File: src/rtl/core/md5_pkg.sv
// ----------------------------------------------------------------------------
// md5_pkg
// Shared types, constants and round tables of the MD5 digest unit.
// ----------------------------------------------------------------------------
`default_nettype none
package md5_pkg;

    localparam logic OP_ABSORB = 1'b0;
    localparam logic OP_FINISH = 1'b1;

    localparam logic [31:0] INIT_A = 32'h67452301;
    localparam logic [31:0] INIT_B = 32'hefcdab89;
    localparam logic [31:0] INIT_C = 32'h98badcfe;
    localparam logic [31:0] INIT_D = 32'h10325476;

    localparam logic [7:0] PAD_BYTE  = 8'h80;
    localparam logic [5:0] LEN_START = 6'd56;

    // byte source selection for the block store
    typedef enum logic [1:0] {
        t_SRC_DATA = 2'd0,
        t_SRC_PAD  = 2'd1,
        t_SRC_ZERO = 2'd2,
        t_SRC_LEN  = 2'd3
    } t_src;

    // controller -> datapath
    typedef struct packed {
        logic       write_byte;   // store selected byte, count += 8
        t_src       src;
        logic       latch_len;    // save bit count for length field
        logic       round_start;  // load working regs from chain
        logic       round_step;   // one MD5 step
        logic [5:0] round_idx;
        logic       round_done;   // add working regs into chain
        logic       reset_chain;  // back to initial values, count cleared
    } t_cmd;

    // datapath -> controller
    typedef struct packed {
        logic [5:0] fill;         // byte position of next write
    } t_status;

    function automatic logic [31:0] round_k(input logic [5:0] k);
        logic [31:0] r;
        case (k)
            6'd0:  r = 32'hd76aa478; 6'd1:  r = 32'he8c7b756;
            6'd2:  r = 32'h242070db; 6'd3:  r = 32'hc1bdceee;
            6'd4:  r = 32'hf57c0faf; 6'd5:  r = 32'h4787c62a;
            6'd6:  r = 32'ha8304613; 6'd7:  r = 32'hfd469501;
            6'd8:  r = 32'h698098d8; 6'd9:  r = 32'h8b44f7af;
            6'd10: r = 32'hffff5bb1; 6'd11: r = 32'h895cd7be;
            6'd12: r = 32'h6b901122; 6'd13: r = 32'hfd987193;
            6'd14: r = 32'ha679438e; 6'd15: r = 32'h49b40821;
            6'd16: r = 32'hf61e2562; 6'd17: r = 32'hc040b340;
            6'd18: r = 32'h265e5a51; 6'd19: r = 32'he9b6c7aa;
            6'd20: r = 32'hd62f105d; 6'd21: r = 32'h02441453;
            6'd22: r = 32'hd8a1e681; 6'd23: r = 32'he7d3fbc8;
            6'd24: r = 32'h21e1cde6; 6'd25: r = 32'hc33707d6;
            6'd26: r = 32'hf4d50d87; 6'd27: r = 32'h455a14ed;
            6'd28: r = 32'ha9e3e905; 6'd29: r = 32'hfcefa3f8;
            6'd30: r = 32'h676f02d9; 6'd31: r = 32'h8d2a4c8a;
            6'd32: r = 32'hfffa3942; 6'd33: r = 32'h8771f681;
            6'd34: r = 32'h6d9d6122; 6'd35: r = 32'hfde5380c;
            6'd36: r = 32'ha4beea44; 6'd37: r = 32'h4bdecfa9;
            6'd38: r = 32'hf6bb4b60; 6'd39: r = 32'hbebfbc70;
            6'd40: r = 32'h289b7ec6; 6'd41: r = 32'heaa127fa;
            6'd42: r = 32'hd4ef3085; 6'd43: r = 32'h04881d05;
            6'd44: r = 32'hd9d4d039; 6'd45: r = 32'he6db99e5;
            6'd46: r = 32'h1fa27cf8; 6'd47: r = 32'hc4ac5665;
            6'd48: r = 32'hf4292244; 6'd49: r = 32'h432aff97;
            6'd50: r = 32'hab9423a7; 6'd51: r = 32'hfc93a039;
            6'd52: r = 32'h655b59c3; 6'd53: r = 32'h8f0ccc92;
            6'd54: r = 32'hffeff47d; 6'd55: r = 32'h85845dd1;
            6'd56: r = 32'h6fa87e4f; 6'd57: r = 32'hfe2ce6e0;
            6'd58: r = 32'ha3014314; 6'd59: r = 32'h4e0811a1;
            6'd60: r = 32'hf7537e82; 6'd61: r = 32'hbd3af235;
            6'd62: r = 32'h2ad7d2bb; default: r = 32'heb86d391;
        endcase
        return r;
    endfunction

    function automatic logic [4:0] round_s(input logic [5:0] k);
        logic [4:0] r;
        case ({k[5:4], k[1:0]})
            4'd0:  r = 5'd7;  4'd1:  r = 5'd12; 4'd2:  r = 5'd17; 4'd3:  r = 5'd22;
            4'd4:  r = 5'd5;  4'd5:  r = 5'd9;  4'd6:  r = 5'd14; 4'd7:  r = 5'd20;
            4'd8:  r = 5'd4;  4'd9:  r = 5'd11; 4'd10: r = 5'd16; 4'd11: r = 5'd23;
            4'd12: r = 5'd6;  4'd13: r = 5'd10; 4'd14: r = 5'd15; default: r = 5'd21;
        endcase
        return r;
    endfunction

    function automatic logic [3:0] word_idx(input logic [5:0] k);
        logic [3:0] r;
        case (k[5:4])
            2'd0:    r = k[3:0];
            2'd1:    r = 4'(k[3:0] * 4'd5 + 4'd1);
            2'd2:    r = 4'(k[3:0] * 4'd3 + 4'd5);
            default: r = 4'(k[3:0] * 4'd7);
        endcase
        return r;
    endfunction

endpackage
`default_nettype wire

File: src/rtl/core/md5_datapath.sv
// ----------------------------------------------------------------------------
// md5_datapath
// Block store, bit count, chaining words and one MD5 step per cycle.
// ----------------------------------------------------------------------------
`default_nettype none
module md5_datapath (
    input  wire               i_clk,
    input  wire               i_rst_n,
    input  md5_pkg::t_cmd     i_cmd,
    input  wire  [7:0]        i_data_byte,
    input  wire  [1:0]        i_word_sel,
    output md5_pkg::t_status  o_status,
    output logic [31:0]       o_word
);
    import md5_pkg::*;

    logic [31:0] r_block [16];
    logic [63:0] r_count;
    logic [63:0] r_len;
    logic [31:0] r_chain [4];
    logic [31:0] r_a, r_b, r_c, r_d;

    logic [7:0]  byte_sel;
    logic [31:0] f, sum, rot;
    logic [5:0]  pos;
    logic [2:0]  len_idx;

    assign pos     = r_count[8:3];
    assign len_idx = pos[2:0];
    assign o_status.fill = pos;

    always_comb begin
        case (i_cmd.src)
            t_SRC_DATA: byte_sel = i_data_byte;
            t_SRC_PAD:  byte_sel = PAD_BYTE;
            t_SRC_ZERO: byte_sel = 8'h00;
            default:    byte_sel = r_len[{len_idx, 3'b000} +: 8];
        endcase
    end

    always_comb begin
        case (i_cmd.round_idx[5:4])
            2'd0:    f = (r_b & r_c) | (~r_b & r_d);
            2'd1:    f = (r_b & r_d) | (r_c & ~r_d);
            2'd2:    f = r_b ^ r_c ^ r_d;
            default: f = r_c ^ (r_b | ~r_d);
        endcase
        sum = r_a + f + r_block[word_idx(i_cmd.round_idx)] + round_k(i_cmd.round_idx);
        rot = 32'(({sum, sum} << round_s(i_cmd.round_idx)) >> 32);
    end

    always_ff @(posedge i_clk) begin
        if (i_cmd.write_byte) begin
            r_block[pos[5:2]][{pos[1:0], 3'b000} +: 8] <= byte_sel;
        end
        if (i_cmd.latch_len) begin
            r_len <= r_count;
        end
        if (i_cmd.round_start) begin
            r_a <= r_chain[0];
            r_b <= r_chain[1];
            r_c <= r_chain[2];
            r_d <= r_chain[3];
        end else if (i_cmd.round_step) begin
            r_a <= r_d;
            r_d <= r_c;
            r_c <= r_b;
            r_b <= rot + r_b;
        end
    end

    always_ff @(posedge i_clk) begin
        if (!i_rst_n || i_cmd.reset_chain) begin
            r_count    <= '0;
            r_chain[0] <= INIT_A;
            r_chain[1] <= INIT_B;
            r_chain[2] <= INIT_C;
            r_chain[3] <= INIT_D;
        end else begin
            if (i_cmd.write_byte) begin
                r_count <= r_count + 64'd8;
            end
            if (i_cmd.round_done) begin
                r_chain[0] <= r_chain[0] + r_a;
                r_chain[1] <= r_chain[1] + r_b;
                r_chain[2] <= r_chain[2] + r_c;
                r_chain[3] <= r_chain[3] + r_d;
            end
        end
    end

    assign o_word = r_chain[i_word_sel];

endmodule
`default_nettype wire

File: src/rtl/core/md5_control.sv
// ----------------------------------------------------------------------------
// md5_control
// Sequencer: byte intake, padding, 64-step compression and digest output.
// ----------------------------------------------------------------------------
`default_nettype none
module md5_control (
    input  wire               i_clk,
    input  wire               i_rst_n,
    input  wire               i_valid,
    output logic              o_stall,
    input  wire               i_op,
    input  md5_pkg::t_status  i_status,
    output md5_pkg::t_cmd     o_cmd,
    output logic [1:0]        o_word_sel,
    output logic              o_valid,
    input  wire               i_stall,
    output logic              o_is_last
);
    import md5_pkg::*;

    typedef enum logic [2:0] {
        S_IDLE, S_PAD, S_START, S_ROUND, S_DONE, S_EMIT
    } t_state;

    t_state     r_state;
    logic       r_finish;
    logic       r_pad_wrap;
    logic [5:0] r_k;
    logic [1:0] r_sel;
    logic       accept;

    assign o_stall = (r_state != S_IDLE);
    assign accept  = i_valid && (r_state == S_IDLE);
    assign o_word_sel = r_sel;
    assign o_valid   = (r_state == S_EMIT);
    assign o_is_last = (r_sel == 2'd3);

    always_comb begin
        o_cmd = '0;
        o_cmd.round_idx = r_k;
        case (r_state)
            S_IDLE: begin
                if (accept) begin
                    o_cmd.write_byte = 1'b1;
                    o_cmd.src        = (i_op == OP_FINISH) ? t_SRC_PAD : t_SRC_DATA;
                    o_cmd.latch_len  = (i_op == OP_FINISH);
                end
            end
            S_PAD: begin
                o_cmd.write_byte = 1'b1;
                o_cmd.src = (i_status.fill >= LEN_START && !r_pad_wrap) ? t_SRC_LEN
                                                                        : t_SRC_ZERO;
            end
            S_START: o_cmd.round_start = 1'b1;
            S_ROUND: o_cmd.round_step  = 1'b1;
            S_DONE:  o_cmd.round_done  = 1'b1;
            S_EMIT:  o_cmd.reset_chain = !i_stall && (r_sel == 2'd3);
            default: ;
        endcase
    end

    always_ff @(posedge i_clk) begin
        if (!i_rst_n) begin
            r_state    <= S_IDLE;
            r_finish   <= 1'b0;
            r_pad_wrap <= 1'b0;
            r_k        <= '0;
            r_sel      <= '0;
        end else begin
            case (r_state)
                S_IDLE: begin
                    if (accept) begin
                        r_finish   <= (i_op == OP_FINISH);
                        r_pad_wrap <= (i_op == OP_FINISH) && (i_status.fill >= LEN_START);
                        if (i_status.fill == 6'd63) begin
                            r_state <= S_START;
                        end else if (i_op == OP_FINISH) begin
                            r_state <= S_PAD;
                        end
                    end
                end
                S_PAD: begin
                    if (i_status.fill == 6'd63) begin
                        r_state <= S_START;
                    end
                end
                S_START: begin
                    r_k     <= '0;
                    r_state <= S_ROUND;
                end
                S_ROUND: begin
                    r_k <= r_k + 6'd1;
                    if (r_k == 6'd63) begin
                        r_state <= S_DONE;
                    end
                end
                S_DONE: begin
                    // pad byte landed in the length field: one more block
                    if (!r_finish) begin
                        r_state <= S_IDLE;
                    end else if (!r_pad_wrap) begin
                        r_state <= S_EMIT;
                        r_sel   <= '0;
                    end else begin
                        r_pad_wrap <= 1'b0;
                        r_state    <= S_PAD;
                    end
                end
                S_EMIT: begin
                    if (!i_stall) begin
                        r_sel <= r_sel + 2'd1;
                        if (r_sel == 2'd3) begin
                            r_state  <= S_IDLE;
                            r_finish <= 1'b0;
                        end
                    end
                end
                default: r_state <= S_IDLE;
            endcase
        end
    end

endmodule
`default_nettype wire

File: src/rtl/core/md5_message_digest_unit.sv
// ----------------------------------------------------------------------------
// md5_message_digest_unit
// MD5 digest of a byte stream: absorb bytes, finish to emit four words.
// ----------------------------------------------------------------------------
// channel | direction | fields               | handshake
// in      | input     | op, data_byte        | i_valid / o_stall
// out     | output    | digest_word, is_last | o_valid / i_stall
//
// An absorb item is taken while idle; the 64th byte of a block then starts
// the compression, one step per cycle through a single round unit.
// A finish item pads one byte per cycle, runs one or two compressions and
// then offers four digest words, one per cycle while the output is not stalled.
// Reset (synchronous, low) loads the initial chaining words and clears the count.
// ----------------------------------------------------------------------------
`default_nettype none
module md5_message_digest_unit (
    input  wire         i_clk,
    input  wire         i_rst_n,
    input  wire         i_valid,
    output logic        o_stall,
    input  wire         i_op,
    input  wire  [7:0]  i_data_byte,
    output logic        o_valid,
    input  wire         i_stall,
    output logic [31:0] o_digest_word,
    output logic        o_is_last
);
    import md5_pkg::*;

    t_cmd       cmd;
    t_status    status;
    logic [1:0] word_sel;

    md5_control u_control (
        .i_clk      (i_clk),
        .i_rst_n    (i_rst_n),
        .i_valid    (i_valid),
        .o_stall    (o_stall),
        .i_op       (i_op),
        .i_status   (status),
        .o_cmd      (cmd),
        .o_word_sel (word_sel),
        .o_valid    (o_valid),
        .i_stall    (i_stall),
        .o_is_last  (o_is_last)
    );

    md5_datapath u_datapath (
        .i_clk       (i_clk),
        .i_rst_n     (i_rst_n),
        .i_cmd       (cmd),
        .i_data_byte (i_data_byte),
        .i_word_sel  (word_sel),
        .o_status    (status),
        .o_word      (o_digest_word)
    );

endmodule
`default_nettype wire

File: config.mk
export PLATFORM = sky130hd
export DESIGN_NAME = md5_message_digest_unit
export DESIGN_NICKNAME = d
export VERILOG_FILES = /design/src/rtl/core/md5_pkg.sv /design/src/rtl/core/md5_datapath.sv /design/src/rtl/core/md5_control.sv /design/src/rtl/core/md5_message_digest_unit.sv
export SDC_FILE = /design/constraint.sdc
export NUM_CORES = 2
export LEC_CHECK = 0
export BUFFER_PORTS_ARGS = -buffer_cell sky130_fd_sc_hd__buf_4
export CORE_MARGIN = 1.5
export CORE_UTILIZATION = 43
export CTS_CLUSTER_SIZE = 20
export DETAILED_ROUTE_END_ITERATION = 10
export GPL_TIMING_DRIVEN = 0
export PLACE_DENSITY_LB_ADDON = 0.15
export REMOVE_ABC_BUFFERS = 1
export SKIP_CTS_REPAIR_TIMING = 1
export SYNTH_ARGS = -nofsm -noshare
export SYNTH_HDL_FRONTEND = slang
export SYNTH_HIERARCHICAL = 1
export SYNTH_SLANG_ARGS = --single-unit
File: constraint.sdc
create_clock -name i_clk -period 14.6 [get_ports i_clk]
set_input_delay 3.65 -clock i_clk [delete_from_list [all_inputs] [get_ports i_clk]]
set_output_delay 3.65 -clock i_clk [all_outputs]
set_load 0.03 [all_outputs]
==> results.md <==
* Max Cap Viol at 2
* Antenna violations before repair at 0
* Number of enable flip-flop cells after synthesis at 829
* Crit path DAT at 14.56 ns
* Rows at 130
* Die width at 360 microns
* Initial Util at 0.435
* Critical path class: reg -> reg
* Clock root buffer: clkbuf_16
* TritonCTS buffer count at 102
* Synthesized area at 0.0549 sq mm
* Fmax at 70.9 MHz
* Hold/Removal Path Class: reg -> reg
* CTS Buffer Depth at 3
* Area of the multi-input gates at 0.0267 sq mm
* Most frequent cell after synthesis: edfxtp_1
* Top cells by count, synth: edfxtp_1, nand2_1, a21oi_1
* Setup violations, final at 0
* CTS tree: built
* Pwr Density at 137 mW/mm^2
* Ys flop type: edfxtp_1
* CORE AREA at 0.126 sq mm
* GR Overflow Total at 0
* Routed WL per cell at 23.9 microns
* GRT Resource Usage Total at 0.247
* Min Tclk post-route at 14.10 ns
* Status: finished, violations left
* Startpoint Class: register
* Synth unique cells at 97
* Period utilization at 0.965
* Top post-synthesis cells by area: edfxtp_1, ha_1, mux2i_1
* YS warnings at 6
* DRT iter0 DRCs at 4010
* Yosys reg bits at 903
* Peak VDD IR at 0.146 mV
* Vias in the first global route at 38000
* Storage cell area at 0.0264 sq mm
* Buffers on Ports at 47
* Layout area overhead at 10.7%
* Req. time, crit path at 15.07 ns
* Final hold violation count at 0
* CP max FO at 31
* Sum Neg Setup Slack at 0 ns
* Final Wtd Congestion at 0.943
* Max incr delay on CP at 0.87 ns
* First-pass GRT wire length at 245000 microns
* H-Tree Depth at 3
* Via count at 40600
* Clock-pin slew on the worst setup and hold paths at 0.06 ns
* DRC viols at 0
* Area leader, netlist: edfxtp_1
* FILL cells at 11500
* Seq/Total Area, Yosys at 0.480
* Top cell type's share of synthesized area at 0.453
* WL final at 163000 microns
* Share of cells above drive strength 1 at 0.0937
* Mean Syn Cell Area at 10.6 sq um
* Final Max Slew Viols at 4
* Async S/R FF share, synth at 0
* Iteration count of the initial detailed-routing pass at 8
* Die area at 0.130 sq mm
* Post-DRT Antenna Nets at 0
* Post-route cell area at 0.0608 sq mm
* Placed instance area at 0.0574 sq mm
* Slowest cell on the critical path: dfxtp_2
* I/O Pins at 48
* Hold WS at 0.452 ns
* Leakage at 22.8 nW
* CP Capture Type: register
* Antenna cell count at 0
* Clock Sinks at 903
* Worst Tran Pin Value at 1.66 ns
* Final nets at 5393
* Pin count of the biggest net entering global routing at 88
* Drt via density at 5.96
* Place WS at 0.740 ns
* Post-Syn Instances at 5167
* Die H at 360 microns
* Clock Latency Late Sink at 0.74 ns
* RSZ-0062 raised after global routing: true
* Fin Clk Skew at 0.0526 ns
* Failing checks: capacitance limit, slew limit
* Worst Setup Slack, final at 0.504 ns
* Total power draw at 0.00833 W
* DP Wirelength at 115000 microns
* Max-slew headroom at -0.116
area by class of cell:
| type | count | share of cell area |
|---|---|---|
| Clock buffer | 129 | 0.0443 |
| Inverter | 231 | 0.0143 |
| Tap cell | 1650 | 0.0340 |
| Sequential cell | 903 | 0.434 |
| Clock inverter | 58 | 0.0109 |
| Multi-Input combinational cell | 3751 | 0.439 |
| Timing Repair Buffer | 95 | 0.0237 |
critical path: cells and delay by family, from the launching register on:
family,cells,cell delay (ns)
compound gates,21,5.45
fa+ha+maj,7,2.91
buf+inv,10,2.14
simple gates,6,1.64
flops,1,0.87
xor+xnor,3,0.44
mux,1,0.26
cells by family after synthesis:
family                   synth area share
flip-flops                          0.480
AND/OR/NAND/NOR                     0.125
buffers and inverters              0.0365
XOR/XNOR                           0.0348
multiplexers                       0.0954
AO/OA/AOI/OAI                       0.151
adder cells (fa/ha/maj)            0.0774
worst paths after layout:
kind | startpoint | end | slack, ns | depth (start not counted)
max | u_control/r_k[1] | u_datapath/r_b[28] | 0.50 | 48
min | u_datapath/r_count[40] | u_datapath/r_len[40] | 0.45 | 0
min reg2reg | u_datapath/r_count[40] | u_datapath/r_len[40] | 0.45 | 0
max reg2reg | u_control/r_k[1] | u_datapath/r_b[28] | 0.50 | 48
cells in the final DEF (no fill, tap or decap), types with 36 or more instances in the layout:
| cell | netlist | layout |
|---|---|---|
| a31oi_1 | 94 | 94 |
| a211oi_1 | 173 | 172 |
| nor2_1 | 425 | 423 |
| dfxtp_1 | 74 | 65 |
| xnor2_1 | 105 | 104 |
| buf_4 | 9 | 47 |
| a21o_1 | 75 | 75 |
| a21oi_1 | 465 | 464 |
| inv_1 | 228 | 226 |
| nand2_1 | 517 | 514 |
| o21ai_0 | 188 | 188 |
| nand2b_1 | 43 | 42 |
| o21a_1 | 40 | 40 |
| mux2i_1 | 266 | 266 |
| mux2_2 | 124 | 124 |
| nand3_1 | 86 | 86 |
| mux4_2 | 52 | 52 |
| a311oi_1 | 40 | 40 |
| xor2_1 | 106 | 106 |
| ha_1 | 223 | 223 |
| clkbuf_16 | 0 | 103 |
| fa_1 | 73 | 73 |
| nor3b_1 | 37 | 36 |
| nor2b_1 | 98 | 98 |
| nor3_1 | 114 | 114 |
| edfxtp_1 | 829 | 829 |
stage by stage:
step	instances	util
global route	6817	0.482
floorplan	4885	-
detailed placement	6630	0.455
CTS	6817	0.482
global placement	6582	0.445
finish	6817	0.482
power breakdown:
group / internal (W) / total (W) / switching [W]
registers: 0.00298 / 0.00305 / 0.0000692
clock network: 0.00149 / 0.00259 / 0.00110
logic: 0.00106 / 0.00269 / 0.00164
metal layers:
| layer | share of wire | global-route usage |
|---|---|---|
| met4 | 0.025 | 0.0729 |
| met5 | 0 | 0 |
| met2 | 0.44 | 0.371 |
| met3 | 0.061 | 0.0320 |
| met1 | 0.47 | 0.372 |
flip-flops by register name, summed over array words and instances (netlist names):
| signal | cells |
|---|---|
| u_datapath/r_a | 32 |
| u_datapath/r_b | 32 |
| u_datapath/r_c | 32 |
| u_control/r_finish | 1 |
| u_datapath/r_len | 61 |
| u_datapath/r_count | 61 |
| u_control/r_state | 3 |
| u_control/r_k | 6 |
| u_datapath/r_chain | 128 |
| u_datapath/r_block | 512 |
| u_datapath/r_d | 32 |
| u_control/r_pad_wrap | 1 |
| u_control/o_word_sel | 2 |
(Power assumes the default switching activity.)
